### config.mk
export PLATFORM = sky130hd
export DESIGN_NAME = deadline_timer_table_top
export DESIGN_NICKNAME = d
export VERILOG_FILES = /design/src/hdl/dtt_pkg.sv /design/src/hdl/dtt_ctrl.sv /design/src/hdl/dtt_datapath.sv /design/src/hdl/deadline_timer_table_top.sv
export SDC_FILE = /design/constraint.sdc
export NUM_CORES = 2
export LEC_CHECK = 0
export ABC_CLOCK_PERIOD_IN_PS = 10590
export CAP_MARGIN = 20
export CORE_MARGIN = 2
export CORE_UTILIZATION = 65
export CTS_BUF_LIST = sky130_fd_sc_hd__clkbuf_16
export CTS_CLUSTER_DIAMETER = 100
export DETAILED_ROUTE_END_ITERATION = 10
export DONT_BUFFER_PORTS = 1
export PLACE_DENSITY = 0.8
export SYNTH_ARGS = -nofsm -noshare
export SYNTH_HDL_FRONTEND = slang
export SYNTH_HIERARCHICAL = 1
export SYNTH_SLANG_ARGS = --single-unit
### constraint.sdc
create_clock -name clk -period 10.59 [get_ports clk]
set_input_delay 1.059 -clock clk [delete_from_list [all_inputs] [get_ports clk]]
set_output_delay 1.059 -clock clk [all_outputs]
set_load 0.005 [all_outputs]
### src/hdl/dtt_pkg.sv
// dtt_pkg: shared types and constants for the deadline timer table
// field widths, operation and result codes, controller states, command/status structs
// no dependencies
package dtt_pkg;

  localparam int TIME_W    = 52;
  localparam int PER_W     = 40;
  localparam int SLOT_W    = 4;
  localparam int KIND_W    = 3;
  localparam int OP_W      = 2;
  localparam int MAX_SLOTS = 16;

  // shortest delay the alarm is ever programmed with
  localparam logic [TIME_W-1:0] MIN_DELAY = 52'd100;

  // operation codes; the unused code behaves as a tick
  typedef enum logic [OP_W-1:0] {
    OP_ADD    = 2'd0,
    OP_CANCEL = 2'd1,
    OP_TICK   = 2'd2
  } op_t;

  // result kinds
  typedef enum logic [KIND_W-1:0] {
    KIND_ADDED     = 3'd0,
    KIND_FULL      = 3'd1,
    KIND_CANCELLED = 3'd2,
    KIND_NOT_FOUND = 3'd3,
    KIND_EXPIRED   = 3'd4,
    KIND_NONE      = 3'd5
  } kind_t;

  // which result the datapath builds this cycle
  typedef enum logic [2:0] {
    EMIT_NOTHING = 3'd0,
    EMIT_FULL    = 3'd1,
    EMIT_ADDED   = 3'd2,
    EMIT_CANCEL  = 3'd3,
    EMIT_MID     = 3'd4,
    EMIT_LAST    = 3'd5
  } emit_t;

  typedef enum logic [2:0] {
    ST_IDLE      = 3'd0,
    ST_DECODE    = 3'd1,
    ST_ADD_WAIT  = 3'd2,
    ST_ADD_EMIT  = 3'd3,
    ST_TICK_WAIT = 3'd4,
    ST_TICK_EMIT = 3'd5
  } state_t;

  // controller to datapath
  typedef struct packed {
    logic  load;           // capture the request fields
    logic  scan_start;     // begin a pass over all slots
    logic  tick_init;      // clear taken marks and pending result
    logic  delay_calc;     // register the clamped alarm delay
    logic  delay_from_in;  // delay source: request deadline, else earliest held
    logic  add_commit;     // write the new timer into the free slot
    logic  cancel_commit;  // free the named slot if it is held
    logic  expire_step;    // retire the selected expired slot
    emit_t emit;
  } cmd_t;

  // datapath to controller
  typedef struct packed {
    logic            scan_busy;
    logic            free_found;
    logic            cand_found;
    logic [OP_W-1:0] op;
  } status_t;

endpackage

### src/hdl/dtt_ctrl.sv
// dtt_ctrl: sequencing state machine for the deadline timer table
// drives command struct to dtt_datapath and reads its status; depends on dtt_pkg
module dtt_ctrl (
  input  logic             clk,
  input  logic             rst,
  input  logic             start,
  output logic             busy,
  input  dtt_pkg::status_t status,
  output dtt_pkg::cmd_t    cmd
);
  import dtt_pkg::*;

  state_t state, state_next;

  // state register
  always_ff @(posedge clk) begin
    if (rst) begin
      state <= ST_IDLE;
    end else begin
      state <= state_next;
    end
  end

  assign busy = (state != ST_IDLE);

  // next state and commands
  always_comb begin
    state_next = state;
    cmd        = '0;
    cmd.emit   = EMIT_NOTHING;
    unique case (state)
      ST_IDLE: begin
        if (start) begin
          cmd.load   = 1'b1;
          state_next = ST_DECODE;
        end
      end
      ST_DECODE: begin
        unique case (status.op)
          OP_ADD: begin
            if (status.free_found) begin
              cmd.scan_start = 1'b1;
              state_next     = ST_ADD_WAIT;
            end else begin
              cmd.emit   = EMIT_FULL;
              state_next = ST_IDLE;
            end
          end
          OP_CANCEL: begin
            cmd.cancel_commit = 1'b1;
            cmd.emit          = EMIT_CANCEL;
            state_next        = ST_IDLE;
          end
          default: begin
            cmd.tick_init  = 1'b1;
            cmd.scan_start = 1'b1;
            state_next     = ST_TICK_WAIT;
          end
        endcase
      end
      ST_ADD_WAIT: begin
        if (!status.scan_busy) begin
          cmd.delay_calc    = 1'b1;
          cmd.delay_from_in = 1'b1;
          state_next        = ST_ADD_EMIT;
        end
      end
      ST_ADD_EMIT: begin
        cmd.add_commit = 1'b1;
        cmd.emit       = EMIT_ADDED;
        state_next     = ST_IDLE;
      end
      ST_TICK_WAIT: begin
        // each pass either retires one more expired slot or ends the tick
        if (!status.scan_busy) begin
          if (status.cand_found) begin
            cmd.expire_step = 1'b1;
            cmd.emit        = EMIT_MID;
            cmd.scan_start  = 1'b1;
          end else begin
            cmd.delay_calc = 1'b1;
            state_next     = ST_TICK_EMIT;
          end
        end
      end
      ST_TICK_EMIT: begin
        cmd.emit   = EMIT_LAST;
        state_next = ST_IDLE;
      end
      default: begin
        state_next = ST_IDLE;
      end
    endcase
  end

endmodule

### src/hdl/dtt_datapath.sv
// dtt_datapath: slot storage, scan unit, delay arithmetic and result registers
// controlled by dtt_ctrl through cmd_t/status_t; depends on dtt_pkg
module dtt_datapath #(
  parameter int SLOTS = 16
) (
  input  logic                             clk,
  input  logic                             rst,
  input  logic [dtt_pkg::OP_W-1:0]         op,
  input  logic [dtt_pkg::TIME_W-1:0]       deadline_us,
  input  logic [dtt_pkg::PER_W-1:0]        period_us,
  input  logic [dtt_pkg::SLOT_W-1:0]       slot_id,
  input  logic [dtt_pkg::TIME_W-1:0]       now_us,
  input  dtt_pkg::cmd_t                    cmd,
  output dtt_pkg::status_t                 status,
  output logic                             result_valid,
  output logic [dtt_pkg::KIND_W-1:0]       kind,
  output logic [dtt_pkg::SLOT_W-1:0]       slot_id_res,
  output logic                             rearm,
  output logic [dtt_pkg::TIME_W-1:0]       arm_delay_us,
  output logic                             last
);
  import dtt_pkg::*;

  // slot numbers travel in four bits, so at most sixteen slots are used
  localparam int USABLE = (SLOTS < MAX_SLOTS) ? SLOTS : MAX_SLOTS;
  localparam int IW     = $clog2(USABLE);
  localparam logic [IW-1:0]     LAST_IDX = IW'(USABLE - 1);
  localparam logic [SLOT_W:0]   USABLE_L = (SLOT_W + 1)'(USABLE);

  // captured request
  logic [OP_W-1:0]   req_op;
  logic [TIME_W-1:0] req_deadline;
  logic [PER_W-1:0]  req_period;
  logic [SLOT_W-1:0] req_sid;
  logic [TIME_W-1:0] req_now;

  // slot state
  logic [USABLE-1:0] slot_valid;
  logic [USABLE-1:0] taken;
  logic [TIME_W-1:0] deadline_mem [USABLE];
  logic [PER_W-1:0]  period_mem   [USABLE];

  // scan unit
  logic              issuing;
  logic [IW-1:0]     idx;
  logic              rd_vld;
  logic [IW-1:0]     rd_slot;
  logic [TIME_W-1:0] rd_deadline;
  logic [PER_W-1:0]  rd_period;
  logic              rd_valid;
  logic              rd_taken;

  // scan results
  logic              cand_found;
  logic [IW-1:0]     cand_slot;
  logic [TIME_W-1:0] cand_deadline;
  logic [PER_W-1:0]  cand_period;
  logic              earl_found;
  logic [TIME_W-1:0] earl_deadline;

  logic              pending_valid;
  logic [IW-1:0]     pending_slot;
  logic [TIME_W-1:0] delay_q;

  logic              free_found;
  logic [IW-1:0]     free_slot;
  logic              expired_hit;
  logic              earl_hit;
  logic              cancel_hit;
  logic              add_rearm;
  logic [TIME_W:0]   renew_sum;
  logic [TIME_W-1:0] renew_deadline;
  logic              wr_en;
  logic [IW-1:0]     wr_addr;
  logic [TIME_W-1:0] wr_deadline;
  logic [TIME_W-1:0] delay_src;
  logic [TIME_W-1:0] delay_diff;
  logic [TIME_W-1:0] delay_clamped;

  logic              res_fire;
  logic [KIND_W-1:0] res_kind;
  logic [SLOT_W-1:0] res_slot;
  logic              res_rearm;
  logic [TIME_W-1:0] res_delay;
  logic              res_last;

  // request capture
  always_ff @(posedge clk) begin
    if (cmd.load) begin
      req_op       <= op;
      req_deadline <= deadline_us;
      req_period   <= period_us;
      req_sid      <= slot_id;
      req_now      <= now_us;
    end
  end

  // lowest free slot
  always_comb begin
    free_found = 1'b0;
    free_slot  = '0;
    for (int i = USABLE - 1; i >= 0; i--) begin
      if (!slot_valid[i]) begin
        free_found = 1'b1;
        free_slot  = IW'(i);
      end
    end
  end

  assign cancel_hit = ({1'b0, req_sid} < USABLE_L) && slot_valid[req_sid[IW-1:0]];

  // repeat deadline, saturating at the top of the time range
  assign renew_sum      = {1'b0, req_now} + (TIME_W + 1)'(cand_period);
  assign renew_deadline = renew_sum[TIME_W] ? '1 : renew_sum[TIME_W-1:0];

  // single write port shared by add and repeat renewal
  always_comb begin
    wr_en       = cmd.add_commit || (cmd.expire_step && (cand_period != '0));
    wr_addr     = cmd.add_commit ? free_slot : cand_slot;
    wr_deadline = cmd.add_commit ? req_deadline : renew_deadline;
  end

  // deadline and period memories
  always_ff @(posedge clk) begin
    if (wr_en) begin
      deadline_mem[wr_addr] <= wr_deadline;
    end
    if (cmd.add_commit) begin
      period_mem[free_slot] <= req_period;
    end
    rd_deadline <= deadline_mem[idx];
    rd_period   <= period_mem[idx];
  end

  // scan address counter, one slot per cycle
  always_ff @(posedge clk) begin
    if (rst) begin
      issuing <= 1'b0;
      rd_vld  <= 1'b0;
    end else begin
      rd_vld <= issuing;
      if (cmd.scan_start) begin
        issuing <= 1'b1;
        idx     <= '0;
      end else if (issuing) begin
        if (idx == LAST_IDX) begin
          issuing <= 1'b0;
        end
        idx <= idx + IW'(1);
      end
    end
  end

  always_ff @(posedge clk) begin
    rd_slot  <= idx;
    rd_valid <= slot_valid[idx];
    rd_taken <= taken[idx];
  end

  // compare stage: earliest expired untaken slot, and earliest held slot
  assign expired_hit = rd_valid && !rd_taken && (rd_deadline <= req_now) &&
                       (!cand_found || (rd_deadline < cand_deadline));
  assign earl_hit    = rd_valid && (!earl_found || (rd_deadline < earl_deadline));

  always_ff @(posedge clk) begin
    if (rst) begin
      cand_found <= 1'b0;
      earl_found <= 1'b0;
    end else if (cmd.scan_start) begin
      cand_found <= 1'b0;
      earl_found <= 1'b0;
    end else if (rd_vld) begin
      if (expired_hit) begin
        cand_found <= 1'b1;
      end
      if (earl_hit) begin
        earl_found <= 1'b1;
      end
    end
  end

  always_ff @(posedge clk) begin
    if (rd_vld && expired_hit) begin
      cand_slot     <= rd_slot;
      cand_deadline <= rd_deadline;
      cand_period   <= rd_period;
    end
    if (rd_vld && earl_hit) begin
      earl_deadline <= rd_deadline;
    end
  end

  // valid bits, taken marks and the held-back expired result
  always_ff @(posedge clk) begin
    if (rst) begin
      slot_valid    <= '0;
      taken         <= '0;
      pending_valid <= 1'b0;
    end else begin
      if (cmd.tick_init) begin
        taken         <= '0;
        pending_valid <= 1'b0;
      end
      if (cmd.add_commit) begin
        slot_valid[free_slot] <= 1'b1;
      end
      if (cmd.cancel_commit && cancel_hit) begin
        slot_valid[req_sid[IW-1:0]] <= 1'b0;
      end
      if (cmd.expire_step) begin
        taken[cand_slot] <= 1'b1;
        pending_valid    <= 1'b1;
        if (cand_period == '0) begin
          slot_valid[cand_slot] <= 1'b0;
        end
      end
    end
  end

  always_ff @(posedge clk) begin
    if (cmd.expire_step) begin
      pending_slot <= cand_slot;
    end
  end

  // clamped alarm delay
  assign delay_src     = cmd.delay_from_in ? req_deadline : earl_deadline;
  assign delay_diff    = delay_src - req_now;
  assign delay_clamped = ((delay_src > req_now) && (delay_diff >= MIN_DELAY)) ?
                         delay_diff : MIN_DELAY;

  always_ff @(posedge clk) begin
    if (cmd.delay_calc) begin
      delay_q <= delay_clamped;
    end
  end

  // new deadline strictly earlier than all held ones, or table was empty
  assign add_rearm = !earl_found || (earl_deadline > req_deadline);

  // result assembly
  always_comb begin
    res_fire  = 1'b0;
    res_kind  = KIND_NONE;
    res_slot  = '0;
    res_rearm = 1'b0;
    res_delay = '0;
    res_last  = 1'b1;
    unique case (cmd.emit)
      EMIT_NOTHING: begin
        res_fire = 1'b0;
      end
      EMIT_FULL: begin
        res_fire = 1'b1;
        res_kind = KIND_FULL;
      end
      EMIT_ADDED: begin
        res_fire  = 1'b1;
        res_kind  = KIND_ADDED;
        res_slot  = SLOT_W'(free_slot);
        res_rearm = add_rearm;
        res_delay = add_rearm ? delay_q : '0;
      end
      EMIT_CANCEL: begin
        res_fire = 1'b1;
        res_kind = cancel_hit ? KIND_CANCELLED : KIND_NOT_FOUND;
        res_slot = req_sid;
      end
      EMIT_MID: begin
        res_fire = pending_valid;
        res_kind = KIND_EXPIRED;
        res_slot = SLOT_W'(pending_slot);
        res_last = 1'b0;
      end
      EMIT_LAST: begin
        res_fire  = 1'b1;
        res_kind  = pending_valid ? KIND_EXPIRED : KIND_NONE;
        res_slot  = pending_valid ? SLOT_W'(pending_slot) : '0;
        res_rearm = earl_found;
        res_delay = earl_found ? delay_q : '0;
      end
      default: begin
        res_fire = 1'b0;
      end
    endcase
  end

  // result registers
  always_ff @(posedge clk) begin
    if (rst) begin
      result_valid <= 1'b0;
    end else begin
      result_valid <= res_fire;
    end
  end

  always_ff @(posedge clk) begin
    if (res_fire) begin
      kind         <= res_kind;
      slot_id_res  <= res_slot;
      rearm        <= res_rearm;
      arm_delay_us <= res_delay;
      last         <= res_last;
    end
  end

  assign status.scan_busy  = issuing | rd_vld;
  assign status.free_found = free_found;
  assign status.cand_found = cand_found;
  assign status.op         = req_op;

endmodule

### src/hdl/deadline_timer_table_top.sv
// deadline_timer_table_top: timer slot table with one-shot alarm re-arm reporting
// instantiates dtt_ctrl and dtt_datapath; depends on dtt_pkg
//
//   channel   handshake                 payload
//   request   start in, busy out        op, deadline_us, period_us, slot_id, now_us
//   result    result_valid out          kind, slot_id_res, rearm, arm_delay_us, last
//
// a request is taken at a rising edge with start high and busy low
// cancel and a full-table add need no scan; an add makes one pass of the scan unit
// a tick makes one pass per expiry and a final pass that finds none: each pass of the
//   scan unit reads one slot per cycle from the deadline memory and retires at most one expiry
// results show for one cycle under result_valid; the receiver cannot stall them
// rst is synchronous: it frees every slot and returns the controller to idle
module deadline_timer_table_top #(
  parameter int SLOTS = 16
) (
  input  logic                        clk,
  input  logic                        rst,
  input  logic                        start,
  output logic                        busy,
  input  logic [dtt_pkg::OP_W-1:0]    op,
  input  logic [dtt_pkg::TIME_W-1:0]  deadline_us,
  input  logic [dtt_pkg::PER_W-1:0]   period_us,
  input  logic [dtt_pkg::SLOT_W-1:0]  slot_id,
  input  logic [dtt_pkg::TIME_W-1:0]  now_us,
  output logic                        result_valid,
  output logic [dtt_pkg::KIND_W-1:0]  kind,
  output logic [dtt_pkg::SLOT_W-1:0]  slot_id_res,
  output logic                        rearm,
  output logic [dtt_pkg::TIME_W-1:0]  arm_delay_us,
  output logic                        last
);
  import dtt_pkg::*;

  cmd_t    cmd;
  status_t status;

  // sequencing
  dtt_ctrl u_ctrl (
    .clk    (clk),
    .rst    (rst),
    .start  (start),
    .busy   (busy),
    .status (status),
    .cmd    (cmd)
  );

  // storage and arithmetic
  dtt_datapath #(
    .SLOTS (SLOTS)
  ) u_datapath (
    .clk          (clk),
    .rst          (rst),
    .op           (op),
    .deadline_us  (deadline_us),
    .period_us    (period_us),
    .slot_id      (slot_id),
    .now_us       (now_us),
    .cmd          (cmd),
    .status       (status),
    .result_valid (result_valid),
    .kind         (kind),
    .slot_id_res  (slot_id_res),
    .rearm        (rearm),
    .arm_delay_us (arm_delay_us),
    .last         (last)
  );

  // a result only ever closes out work that was in progress
  a_result_after_busy: assert property (@(posedge clk) disable iff (rst)
    result_valid |-> $past(busy))
    else $error("result without a transaction in progress");

  // the final result of a transaction leaves the block idle
  a_last_idle: assert property (@(posedge clk) disable iff (rst)
    result_valid && last |-> !busy)
    else $error("busy after final result");

  // only expiries can be followed by further results
  a_mid_expired: assert property (@(posedge clk) disable iff (rst)
    result_valid && !last |-> kind == KIND_EXPIRED)
    else $error("non-final result that is not an expiry");

  // a re-arm never asks for less than the minimum delay
  a_rearm_min: assert property (@(posedge clk) disable iff (rst)
    result_valid && rearm |-> arm_delay_us >= MIN_DELAY)
    else $error("alarm delay below minimum");

endmodule

==> impl_metrics.py <==
metrics = {
    "job": {
        "maxCapViolations": 0,
    },
    "drt": {
        "via_count": 47300,
        "drtAntennaViolNets": 0,
        "first_iter_violations": 6282,
        "wl_per_cell_microns": 32.8,
        "viasPerCell": 6.87,
        "drc": 0,
        "wl_microns": 226000,
        "dr.pass1.iters": 7,
    },
    "floorplan": {
        "fp.dieArea_sq_mm": 0.134,
        "ioPinCount": 216,
        "start_util_pct": 65.3,
        "rows": 133,
        "die_h_microns": 367,
        "die_w_microns": 367,
        "coreArea_sq_mm": 0.131,
    },
    "grt": {
        "overflow": 0,
        "grt_pass1_vias": 47500,
        "grt_start_max_net_pins": 113,
        "antenna_found_initial": 12,
        "grt_pass1_wl_microns": 327000,
        "track_usage_pct": 33.9,
    },
    "clocking": {
        "clkSinkCount": 2030,
        "tritoncts": "yes",
        "holdBufCountCts": 0,
        "cts.path.max_buffers": 3,
        "htree_levels": 4,
        "cts_setup_buffers": 0,
        "cts_resized": 0,
        "cts_buffers": 190,
        "root_buffer": "clkbuf_16",
        "clk_pin_slew_ns": 0.07,
        "clock_latency_ns": 0.85,
    },
    "place": {
        "gp_congestion": 0.976,
        "portBuffers": 0,
        "hpwlAfterDp_microns": 136000,
    },
    "cells_and_area": {
        "fillerInstances": 7589,
        "nets": 5421,
        "top_register": "u_datapath/deadline_mem",
        "drive_above_1_share_pct": 19.1,
        "syn2layout_area_growth_pct": 10.5,
        "reg.largest.list": "u_datapath/deadline_mem x832, u_datapath/period_mem x640",
        "largest_register_ffs": 832,
    },
    "worst_setup_path": {
        "worst_ep_arrival_time_ns": 6.73,
        "worst_r2r_path_depth": 18,
        "r2r_slack_ns": 4.38,
        "cp-end-kind": "flip-flop",
        "worstSetupPathType": "flip-flop to flip-flop",
        "crit_path_start_kind": "flip-flop",
        "reg2reg_to": "u_datapath/delay_q[1]",
        "cp_max_fo": 53,
        "r2r-start": "u_datapath/rd_vld",
        "worstPathRequired_ns": 11.11,
    },
    "sta": {
        "rsz0062_at_grt": "no",
        "slew_headroom_pct": 9.77,
        "final.setup.tns_ns": 0,
        "min_period_ns": 6.21,
        "hold_ws_ns": 0.291,
        "final-hold-violation-count": 0,
        "fin_crit_sh_pct": 58.6,
        "final.setup_skew_ns": 0.0695,
        "drv_slew": 0,
        "worst_slew_pin_slew_ns": 1.35,
        "max_freq_ghz": 0.161,
        "setup_viol": 0,
    },
    "logic_synthesis": {
        "async_reset_ff_share_pct": 0,
        "seq_area_frac_synth_pct": 69.7,
        "synth_cells": 4864,
        "ys_ff_latch": 2030,
        "synth_top_area_share_pct": 66.4,
        "ys_types": 93,
        "yosys_warnings": 6,
        "synthFlopType": "edfxtp_1",
        "syn_nets": 5319,
        "synth_most_common_cell": "edfxtp_1",
        "synth_area_leaders": "edfxtp_1, mux4_2, ha_1, dfxtp_1, a21oi_1",
        "synth.avg_cell_area_sq_um": 17.6,
        "syn_area_sq_mm": 0.0855,
        "yosys.area.top_type": "edfxtp_1",
        "yosys-top-cells-count": "edfxtp_1, mux4_2, ha_1",
        "synth_edf_count": 1891,
    },
    "power_and_ir_drop": {
        "leakagePower_nw": 32.2,
        "irDropWorstVdd_v": 0.000184,
        "power_density_mw_per_mm2": 188,
        "total_power_mw": 17.7,
    },
    "hold_path": {
        "hold_class": "input pin to flip-flop",
        "whs_endpoint": "u_datapath/result_valid",
        "holdCritStartpoint": "rst",
        "hold_depth": 1,
    },
    "status": {
        "status": "complete, no violations",
    },
}
## cells in the final DEF, fill, tap and decap left out, types with 19 or more instances in the layout
cell	n
nand4_1	74
edfxtp_1	1891
or3_1	19
inv_1	284
a211oi_1	23
nand3_1	48
mux4_2	475
xnor2_1	46
nor2_1	153
bufinv_16	22
clkinv_2	42
clkbuf_16	193
nor2b_1	105
nor3_1	57
nand2b_1	36
o21a_1	25
clkinv_1	30
dfxtp_1	139
nand2_1	174
nor4_1	19
buf_4	103
ha_1	300
o21ai_0	148
a22oi_1	26
a21o_1	119
nor2_4	24
a21oi_1	197
xor2_1	26
## power breakdown
| group | switching [mW] | total, mW | leakage [nW] | internal, mW |
|---|---|---|---|---|
| logic | 0.885 | 1.46 | 10.7 | 0.575 |
| clock network | 3.07 | 6.96 | 3.26 | 3.89 |
| registers | 0.230 | 9.31 | 18.3 | 9.08 |
## cells by family after synthesis
group	share of synthesized area (%)
compound gates	5.70
xor+xnor	0.738
fa+ha+maj	4.44
buf+inv	2.02
flops	69.7
mux	12.7
simple gates	4.77
## routing by layer
layer / GRT usage [%] / vias up / wire length (microns)
met5: 0 / - / 86
met4: 13.6 / 14 / 9560
met3: 6.48 / 516 / 22000
met2: 55.1 / 2979 / 111000
met1: 46.0 / 24100 / 83300
li1: - / 19700 / -
## worst max path at each step
| stage | start | endpoint | slack, ns | depth (start not counted) |
|---|---|---|---|---|
| global route | u_datapath/issuing | u_datapath/delay_q[1] | 4.03 | 18 |
| finish | u_datapath/rd_vld | u_datapath/delay_q[1] | 4.38 | 18 |
| CTS | u_datapath/rd_vld | u_datapath/delay_q[1] | 4.42 | 18 |
| detailed placement | u_datapath/rd_vld | u_datapath/delay_q[1] | 4.52 | 18 |
| floorplan | u_datapath/slot_valid[7] | u_datapath/arm_delay_us[0] | 4.03 | 9 |
| global placement | u_datapath/rd_vld | u_datapath/delay_q[1] | 4.60 | 18 |
## layout make-up
type | instances | area [sq um] | area share [%]
flip-flops and latches | 2030 | 59600 | 63.0
multi-input cells | 2386 | 24500 | 25.9
clock buffers | 193 | 4830 | 5.11
well taps | 1755 | 2200 | 2.32
clock inverters | 164 | 1600 | 1.69
inverters | 250 | 938 | 0.993
repair buffers | 108 | 865 | 0.915
diodes | 5 | 12.5 | 0.0132
## worst max-delay path: stages, from the launching register on
cell and delay [ns]:
dfxtp_1 0.32, or2_2 0.36, nor2b_1 0.16, and2_4 0.39
buf_4 0.31, buf_4 0.42, o21ai_0 0.16, ha_1 0.40
a21oi_2 0.35, nand2_1 0.11, o2111ai_1 0.29, nand3_1 0.36
a211oi_2 0.49, o21ai_0 0.18, xnor2_1 0.36, nand4_1 0.17
nor4_1 0.43, and4_1 0.48, nor3b_1 0.10
## per-stage QoR
step	instances	instance area [sq um]	setup slack, ns	utilization [%]
final	6891	94500	4.38	72.2
after global routing	6889	94500	4.03	72.1
after CTS	6864	94300	4.42	72.0
after detailed placement	6507	87900	4.52	67.1
after global placement	6504	87800	4.60	67.1
after floorplan	4864	85500	4.03	-
Power figures use the tool's default switching activity.
